## src/rtl/core/i4nku_pkg.sv

```systemverilog
// shared types and constants for the int4 neuron k-step update block
// no dependencies

package i4nku_pkg;

    localparam int NIB_W      = 4;
    localparam int NIB_N      = 16;
    localparam int ROW_W      = NIB_W * NIB_N;
    localparam int ROW_IDX_W  = $clog2(NIB_N);
    localparam int STEP_BITS  = 32;
    localparam int STEP_IDX_W = $clog2(STEP_BITS);
    localparam int THR_W      = 8;
    localparam int CFG_DATA_W = 32;
    localparam int CFG_IDX_W  = 2;

    localparam logic [CFG_IDX_W-1:0] CFG_FIRE_THRESHOLD = CFG_IDX_W'(0);
    localparam logic [CFG_IDX_W-1:0] CFG_STEP_COUNT     = CFG_IDX_W'(1);

    localparam logic [THR_W-1:0]     THR_RESET  = THR_W'(16);
    localparam logic [STEP_BITS-1:0] STEP_RESET = STEP_BITS'(1);
    localparam logic [NIB_W-1:0]     NIB_MAX    = {NIB_W{1'b1}};

    typedef struct packed {
        logic [7:0] potentials_in;
        logic [7:0] drives_in;
        logic       last_pair;
    } in_item_t;

    typedef struct packed {
        logic [7:0] potentials_out;
        logic       last_out;
    } out_item_t;

    typedef struct packed {
        logic                 built;
        logic                 wr_en;
        logic [ROW_IDX_W-1:0] wr_row;
        logic [ROW_W-1:0]     wr_data;
    } tbl_ctl_t;

    typedef enum logic [1:0] {
        BLD_INIT,
        BLD_STEP,
        BLD_WRITE,
        BLD_READY
    } bld_state_t;

endpackage

```

## src/rtl/core/i4nku_table_build.sv

```systemverilog
// k-step table builder: config registers and repeated squaring of the one-step map
// depends on i4nku_pkg

module i4nku_table_build
    import i4nku_pkg::*;
(
    input  logic                  clk,
    input  logic                  rst_n,
    input  logic                  cfg_we,
    input  logic [CFG_IDX_W-1:0]  cfg_index,
    input  logic [CFG_DATA_W-1:0] cfg_data,
    output tbl_ctl_t              ctl
);

    bld_state_t              state_reg, state_next;
    logic [ROW_IDX_W-1:0]    drive_reg, drive_next;
    logic [STEP_IDX_W-1:0]   bit_reg, bit_next;
    logic [THR_W-1:0]        thr_reg;
    logic [STEP_BITS-1:0]    step_reg;
    logic [ROW_W-1:0]        cur_reg, cur_next;
    logic [ROW_W-1:0]        acc_reg, acc_next;
    logic                    cfg_hit;

    function automatic logic [NIB_W-1:0] one_step(
        input logic [NIB_W-1:0] pot,
        input logic [NIB_W-1:0] drv,
        input logic [THR_W-1:0] thr
    );
        logic [NIB_W:0]   sum;
        logic [NIB_W-1:0] sat;
        sum = {1'b0, pot} + {1'b0, drv};
        sat = sum[NIB_W] ? NIB_MAX : sum[NIB_W-1:0];
        if (THR_W'(sat) >= thr)
        begin
            sat = '0;
        end
        return sat;
    endfunction

    function automatic logic [NIB_W-1:0] nib_sel(
        input logic [ROW_W-1:0] vec,
        input logic [NIB_W-1:0] idx
    );
        return vec[idx*NIB_W +: NIB_W];
    endfunction

    // config register decode
    always_comb
    begin
        unique case (cfg_index)
            CFG_FIRE_THRESHOLD: cfg_hit = cfg_we;
            CFG_STEP_COUNT:     cfg_hit = cfg_we;
            default:            cfg_hit = 1'b0;
        endcase
    end

    always_ff @(posedge clk or negedge rst_n)
    begin
        if (!rst_n)
        begin
            thr_reg  <= THR_RESET;
            step_reg <= STEP_RESET;
        end
        else if (cfg_we)
        begin
            unique case (cfg_index)
                CFG_FIRE_THRESHOLD: thr_reg  <= cfg_data[THR_W-1:0];
                CFG_STEP_COUNT:     step_reg <= cfg_data[STEP_BITS-1:0];
                default:            ;
            endcase
        end
    end

    always_ff @(posedge clk or negedge rst_n)
    begin
        if (!rst_n)
        begin
            state_reg <= BLD_INIT;
            drive_reg <= '0;
            bit_reg   <= '0;
        end
        else
        begin
            state_reg <= state_next;
            drive_reg <= drive_next;
            bit_reg   <= bit_next;
        end
    end

    always_ff @(posedge clk)
    begin
        cur_reg <= cur_next;
        acc_reg <= acc_next;
    end

    always_comb
    begin
        state_next  = state_reg;
        drive_next  = drive_reg;
        bit_next    = bit_reg;
        cur_next    = cur_reg;
        acc_next    = acc_reg;
        ctl.built   = (state_reg == BLD_READY);
        ctl.wr_en   = 1'b0;
        ctl.wr_row  = drive_reg;
        ctl.wr_data = acc_reg;

        unique case (state_reg)
            BLD_INIT:
            begin
                for (int x = 0; x < NIB_N; x++)
                begin
                    cur_next[x*NIB_W +: NIB_W] = one_step(NIB_W'(x), drive_reg, thr_reg);
                    acc_next[x*NIB_W +: NIB_W] = NIB_W'(x);
                end
                bit_next   = '0;
                state_next = BLD_STEP;
            end
            BLD_STEP:
            begin
                // acc = cur o acc when this count bit is set, cur = cur o cur
                for (int x = 0; x < NIB_N; x++)
                begin
                    if (step_reg[bit_reg])
                    begin
                        acc_next[x*NIB_W +: NIB_W] =
                            nib_sel(cur_reg, acc_reg[x*NIB_W +: NIB_W]);
                    end
                    cur_next[x*NIB_W +: NIB_W] = nib_sel(cur_reg, cur_reg[x*NIB_W +: NIB_W]);
                end
                if (bit_reg == STEP_IDX_W'(STEP_BITS - 1))
                begin
                    state_next = BLD_WRITE;
                end
                else
                begin
                    bit_next = bit_reg + 1'b1;
                end
            end
            BLD_WRITE:
            begin
                ctl.wr_en = 1'b1;
                if (drive_reg == ROW_IDX_W'(NIB_N - 1))
                begin
                    state_next = BLD_READY;
                end
                else
                begin
                    drive_next = drive_reg + 1'b1;
                    state_next = BLD_INIT;
                end
            end
            BLD_READY:
            begin
                state_next = BLD_READY;
            end
            default:
            begin
                state_next = BLD_INIT;
            end
        endcase

        // a write to the fire threshold or step count register restarts the build from the first drive row
        if (cfg_hit)
        begin
            state_next = BLD_INIT;
            drive_next = '0;
        end
    end

endmodule

```

## src/rtl/core/int4_neuron_k_step_update.sv

```systemverilog
// top level: k-step table memory and three-stage lookup pipeline
// depends on i4nku_pkg and i4nku_table_build
//
//  port group   direction  handshake            payload
//  in           input      in_valid / in_ready  in_data (in_item_t)
//  out          output     out_valid/out_ready  out_data (out_item_t)
//  cfg          input      cfg_we               cfg_index, cfg_data
//
// one transaction per cycle while the table is built and out_ready stays high; a transaction
// passes the input register, the two-port table read register and the output register
// after reset and after each write to the threshold or step count register the table is
// rebuilt, one row per drive value (16 rows), with in_ready low
// stalls on out_ready fill the stages back to the input, bubbles are squeezed out

module int4_neuron_k_step_update
    import i4nku_pkg::*;
(
    input  logic                  clk,
    input  logic                  rst_n,
    input  logic                  in_valid,
    output logic                  in_ready,
    input  in_item_t              in_data,
    output logic                  out_valid,
    input  logic                  out_ready,
    output out_item_t             out_data,
    input  logic                  cfg_we,
    input  logic [CFG_IDX_W-1:0]  cfg_index,
    input  logic [CFG_DATA_W-1:0] cfg_data
);

    tbl_ctl_t         ctl;
    logic [ROW_W-1:0] tbl_mem [NIB_N];

    logic             a_valid_reg;
    in_item_t         a_data_reg;
    logic             b_valid_reg;
    logic [ROW_W-1:0] b_row_lo_reg;
    logic [ROW_W-1:0] b_row_hi_reg;
    logic [NIB_W-1:0] b_pot_lo_reg;
    logic [NIB_W-1:0] b_pot_hi_reg;
    logic             b_last_reg;
    logic             c_valid_reg;
    out_item_t        c_data_reg;
    out_item_t        c_data_next;
    logic             en_a;
    logic             en_b;
    logic             en_c;

    i4nku_table_build u_build (
        .clk       (clk),
        .rst_n     (rst_n),
        .cfg_we    (cfg_we),
        .cfg_index (cfg_index),
        .cfg_data  (cfg_data),
        .ctl       (ctl)
    );

    always_ff @(posedge clk)
    begin
        if (ctl.wr_en)
        begin
            tbl_mem[ctl.wr_row] <= ctl.wr_data;
        end
    end

    assign en_c     = !c_valid_reg || out_ready;
    assign en_b     = !b_valid_reg || en_c;
    assign en_a     = !a_valid_reg || en_b;
    assign in_ready = ctl.built && en_a;

    always_ff @(posedge clk or negedge rst_n)
    begin
        if (!rst_n)
        begin
            a_valid_reg <= 1'b0;
            b_valid_reg <= 1'b0;
            c_valid_reg <= 1'b0;
        end
        else
        begin
            if (en_a)
            begin
                a_valid_reg <= in_valid && in_ready;
            end
            if (en_b)
            begin
                b_valid_reg <= a_valid_reg;
            end
            if (en_c)
            begin
                c_valid_reg <= b_valid_reg;
            end
        end
    end

    // stage a: input register
    always_ff @(posedge clk)
    begin
        if (en_a)
        begin
            a_data_reg <= in_data;
        end
    end

    // stage b: two row reads, indexed by drive
    always_ff @(posedge clk)
    begin
        if (en_b)
        begin
            b_row_lo_reg <= tbl_mem[a_data_reg.drives_in[3:0]];
            b_row_hi_reg <= tbl_mem[a_data_reg.drives_in[7:4]];
            b_pot_lo_reg <= a_data_reg.potentials_in[3:0];
            b_pot_hi_reg <= a_data_reg.potentials_in[7:4];
            b_last_reg   <= a_data_reg.last_pair;
        end
    end

    // stage c: nibble select by potential
    always_comb
    begin
        c_data_next.potentials_out = {b_row_hi_reg[b_pot_hi_reg*NIB_W +: NIB_W],
                                      b_row_lo_reg[b_pot_lo_reg*NIB_W +: NIB_W]};
        c_data_next.last_out       = b_last_reg;
    end

    always_ff @(posedge clk)
    begin
        if (en_c)
        begin
            c_data_reg <= c_data_next;
        end
    end

    assign out_valid = c_valid_reg;
    assign out_data  = c_data_reg;

endmodule

```

## config.mk

```make
export PLATFORM = sky130hd
export DESIGN_NAME = int4_neuron_k_step_update
export DESIGN_NICKNAME = d
export VERILOG_FILES = /design/src/rtl/core/i4nku_pkg.sv /design/src/rtl/core/i4nku_table_build.sv /design/src/rtl/core/int4_neuron_k_step_update.sv
export SDC_FILE = /design/constraint.sdc
export NUM_CORES = 2
export LEC_CHECK = 0
export BUFFER_PORTS_ARGS = -buffer_cell sky130_fd_sc_hd__clkbuf_2
export CORE_MARGIN = 2
export CORE_UTILIZATION = 32
export CTS_BUF_LIST = sky130_fd_sc_hd__clkbuf_8
export CTS_CLUSTER_DIAMETER = 120
export DETAILED_ROUTE_END_ITERATION = 8
export GPL_ROUTABILITY_DRIVEN = 0
export SYNTH_ARGS = -nofsm -noshare
export SYNTH_HDL_FRONTEND = slang
export SYNTH_SLANG_ARGS = --single-unit
```

## constraint.sdc

```tcl
create_clock -name clk -period 9.8 [get_ports clk]
set_input_delay 1.96 -clock clk [delete_from_list [all_inputs] [get_ports clk]]
set_output_delay 1.96 -clock clk [all_outputs]
set_load 0.01 [all_outputs]
```

Word-level counts from Yosys, hierarchy flattened
Memory sizes are Yosys's and may differ from the RTL's. A register that Yosys moved wholly into a read port is not among the register bits.
Cells that the tools add are included.
W data, S select, Z words.

storage, ports and cells
  register bits after elaboration = 217
  input bits = 56
  memories kept = 1
  word-level logic and storage cells = 179
  memory bits (writable) = 1024
  output and inout bits = 11

operators by class
  reductions and logical operators = 18
  muxes and demuxes = 64
  shifts and indexed selects = 34
  equality and inequality tests = 10
  magnitude comparators = 17
  add/sub/neg operators = 17

memories
  memory   words  bits a word  read ports  clocked after Yosys merged registers in  wr ports  line                             text
  tbl_mem  16     64           2           2                                        1         int4_neuron_k_step_update.sv:32  logic [ROW_W-1:0] tbl_mem [NIB_N];

operators by type and width
  kind                   number
  $shiftx A64 B7 Y4      34
  $pmux W64 S2           2
  $mux W4                50
  $ge A4 B8 Y1           16
  $add A4 B4 Y5 const A  8
  $add A3 B4 Y5 const A  4
  $add A2 B4 Y5 const A  2
  $pmux W5 S2            1
  $reduce_and A2 Y1      5
  $pmux W2 S4            1
  $lt A5 B6 Y1 const B   1
  $mux W2                3
  $add A1 B4 Y5 const A  1
  $add A5 B1 Y5 const B  1
  $bmux W1 S5            1
  $eq A5 B5 Y1 const B   1
  $mux W1                5
  $mux W5                1
  $add A4 B1 Y4 const B  1
  $eq A2 B1 Y1 const B   2
  $eq A2 B2 Y1 const B   2
  $eq A4 B4 Y1 const B   1
  $logic_not A2 Y1       2
  $ne A2 B1 Y1 const B   2
  other kinds (7)        13

Longest topological paths before layout
  depth in word-level cells = 6
  mapped depth = 13
  mapped depth without buffers = 12

Hierarchy
Synthesis repeated with hierarchy kept, for this count alone.

second synthesis, totals
  cells, all modules = 4313
  area total of the unflattened synthesis = 77406.7 um^2

by module, submodules not included
  module                     sequential area each (um^2)  cells each  times used  area an instance (um^2)
  int4_neuron_k_step_update  35719.3                      2371        1           51720.9
  i4nku_table_build          5122.4                       1942        1           25685.9

Worst setup path before layout
Ideal clock, no wire load.

  path kind = flip-flop to flip-flop
  start point = reg u_build.drive_reg[3]
  end point = mem tbl_mem[0][0] (netlist bit) (enable)
  setup slack = 3.752 ns
  required time = 9.236 ns
  cell stages (with the launch flop) = 5
  arrival time = 5.483 ns
  buffers on the path = 1
  clock period less this slack = 6.048 ns
  setup time = 0.564 ns
  cells stage by stage = dfrtp_1 -> clkbuf_1 -> nor2_1 -> inv_1 -> nor3_1

RTL lines
  item                      line                             text
  start: declaration        i4nku_table_build.sv:16          logic [ROW_IDX_W-1:0] drive_reg, drive_next;
  start signal: assignment  i4nku_table_build.sv:85          drive_reg <= drive_next;
  end: declaration          int4_neuron_k_step_update.sv:32

Straight into the memory's write port.

Final worst setup path
  start point = in out_ready
  end point = out in_ready

between the ends
  word-level cells in the longest chain between the ends = 4

RTL lines
  item                 line                             text
  start: declaration   int4_neuron_k_step_update.sv:24  input logic out_ready,
  $logic_or A1 B1 Y1   int4_neuron_k_step_update.sv:66  assign en_c = !c_valid_reg || out_ready;
  $logic_or A1 B1 Y1   int4_neuron_k_step_update.sv:67  assign en_b = !b_valid_reg || en_c;
  $logic_or A1 B1 Y1   int4_neuron_k_step_update.sv:68  assign en_a = !a_valid_reg || en_b;
  $logic_and A1 B1 Y1  int4_neuron_k_step_update.sv:69  assign in_ready = ctl.built && en_a;
  end: declaration     int4_neuron_k_step_update.sv:21  output logic in_ready,

Every way passes these cells.

==> results.cfg <==
[outcome]
status = finished, final reports clean

[floorplan]
rows = 181
initial_utilization_pct = 32.08
die_y_um = 497.1
die_x_um = 497.1
boundaryPins = 67
die_area_um2 = 247100
coreArea_um2 = 242500

[yosys]
synth_compound_area_share_pct = 2.023
synth-main-ff-cell = edfxtp_1
ys_types = 57
yosysSeqAreaShare_pct = 52.50
synth_mux_area_share_pct = 38.03
synthAdderAreaFrac_pct = 1.142
yosysTopAreaCellShare_pct = 50.76
synth-simple-area-share_pct = 2.474
synth_seq_cells = 1369
synth_top_area_cell = edfxtp_1
postSynthCellCount = 4038
async_reset_ff_share_pct = 3.944
synth_xor_area_share_pct = 0.03377
synth_area_leaders = edfxtp_1, mux4_2, dfrtp_1
synth_top_family_by_area = multiplexers
yosysWarnings = 0
netlist_area_um2 = 77800
synth_edf_count = 1315
avgSynthCellArea_um2 = 19.27

[clocking]
postCtsSetupBuffers = 0
cts_buffers = 226
clkTransAtPathRegs_ns = 0.06
cts_root_buf = clkbuf_8
tritoncts = done
post_cts_resized = 0
cts_sinks = 1369
h-tree-depth = 4
clk_latency_ns = 1.01
clockBufferDepth = 3
cts_hold_buf = 0

[pwr]
leakage_nw = 27.29
p_sw_mw = 8.159
p_clk_share_pct = 20.7
vdd.ir_drop.worst_v = 0.0001610
p_int_mw = 14.75
pwr_density_cell_nw_per_um2 = 270.1
power_mw = 22.91
seq_power_share_pct = 39.9
swShare_pct = 35.61
combinationalPowerShare_pct = 39.3

[grt]
grt_remaining_overflow = 0
grt_util_met2_pct = 31.23
grt_antenna_before_repair = 10
grt_max_degree = 142
grt_pass1_vias = 46720
grt_pass1_wl_mm = 342.1
grt_usage_pct = 19.08
top_usage_layer = met2
use_met3_pct = 3.945
grt_util_met1_pct = 25.19

[place]
dp_cells = 6916
port_buffers = 66
hpwl_mm = 124.2
dp_worst_setup_slack_ns = 3.929
post_dp_cell_area_um2 = 80650

[critical_path]
slowest_delay_ns = 0.80
worst_path_most_repeated_cell = clkbuf_2
crit_family = simple AND/OR/NAND/NOR gates
critPathBufInv = 2
worstPathArrival_ns = 3.84
worstSetupPathType = input pin to output port
cp_max_fo = 19
crit_chain = clkbuf_2, nor2b_1, nand3_2, and3_1, clkbuf_2
crit_path_start_kind = input pin
end_kind = output port
slowest_stage = nand3_2
cp_data_required_time_ns = 7.84

[finish]
nNetsFinal = 4069
fin_cells = 7329
syn_to_final_growth_pct = 9.027
largest_reg_flops = 1024
regMostFlops = tbl_mem
drive_gt1_share_pct = 43.58
stdcell_area_um2 = 84820

[routing]
avgRoutedWirePerCell_um = 32.62
drc = 0
first_iter_violations = 6157
vias = 45120
viasPerCell = 6.156
ant_nets = 0
wl_mm = 239.1
firstDrtPassIters = 6

[sta]
finalCritPeriodShare_pct = 59.19
hold_viol = 0
rsz0062_at_grt = false
relSlewSlack_pct = 12.86
skew_ns = 0.08147
fin_crit_ns = 5.801
setup_tns_ns = 0
fin_ws_ns = 3.999
worst_pin_slew_ns = 1.307
fmax_ghz = 0.1724
slew_viol_final = 0
setup_violations = 0

[hold_path]
hp-class = register to register

[run]
max_cap_violations = 0
-- area by class of cell --
cell class / instances / area [µm²]
sequential: 1369 / 40840
multi-input combinational: 2090 / 34120
tap: 3202 / 4006
clock buffer: 232 / 3193
timing repair buffer: 214 / 1529
antenna: 6 / 15.01
inverter: 41 / 153.9
clock inverter: 175 / 963.4
fill: 22420 / 157700
-- power groups by stage --
| stage | clock network, mW | registers (mW) | logic (mW) |
|---|---|---|---|
| 5_1_grt | 5.09 | 9.25 | 9.41 |
| 3_3_place_gp | 0 | 9.19 | 8.74 |
| 2_1_floorplan | 0 | 8.38 | 7.08 |
| 4_1_cts | 4.85 | 9.13 | 8.88 |
| 3_5_place_dp | 0 | 9.24 | 8.87 |
| 6_report | 4.75 | 9.15 | 9.01 |
-- through the flow --
step / util (%) / hold WS (ns)
2_1_floorplan: - / 0.4003
3_5_place_dp: 33.25 / 0.4054
4_1_cts: 34.96 / 0.4224
5_1_grt: 34.97 / 0.4348
6_report: 34.97 / 0.4197
3_3_place_gp: 33.25 / 0.4031
-- logic make-up after synthesis --
kind of cell	count (synthesis)
xor gates and xnor gates	3
adders and majority gates	71
muxes	1374
and+or+nand+nor	379
AOI/OAI and AO/OA	261
buffers and inverters	580
DFF	1369
other	1
-- layout by cell type (no fill, tap or decap), drive strengths merged, types with 4 or more instances in the layout --
cell type     n
nor3         14
mux2i        56
nand2       124
a31oi         7
nand3        17
mux4       1247
bufinv        7
mux2         71
nand3b        4
and3         11
and2         47
clkinvlp      6
a21o         12
ha           71
o21ai        90
clkbuf      298
inv         120
a21oi        72
nor2b        26
clkinv       83
a22o         35
buf         148
a211oi        5
edfxtp     1315
nor2         55
dfrtp        52
o22ai        23
diode         6
nand2b       62
-- synthesized netlist by cell type (38+ instances only) --
library cell	n
dfrtp_1	52
buf_4	63
nor2_1	55
mux4_1	38
mux2i_1	56
buf_1	46
and2_1	47
buf_6	52
nand2b_1	62
buf_2	67
mux2_2	71
mux4_2	1209
edfxtp_1	1315
nand2_1	124
a21oi_1	72
inv_1	38
ha_1	71
clkbuf_1	302
o21ai_0	69
-- worst paths after layout --
kind	from	endpoint	slack, ns	cells past startpoint
worst max-delay path	out_ready	in_ready	4.00	5
worst min-delay path	b_last_reg	out_data[0]	0.42	0
worst max register to register	u_build.drive_reg[0]	tbl_mem[15][39]	5.15	5
worst min register to register	b_last_reg	out_data[0]	0.42	0
max in group asynchronous	rst_n	u_build.drive_reg[3]	8.20	2
min in group asynchronous	rst_n	u_build.drive_reg[2]	1.08	2
-- metal layers --
layer,share of wire [%],vias up,wire [µm]
met3,9.6,491,22850
met2,49,2832,116500
li1,-,17330,-
met4,3.3,0,7790
met5,0,-,0
met1,38,24460,91870
(Power assumes the default switching activity.)
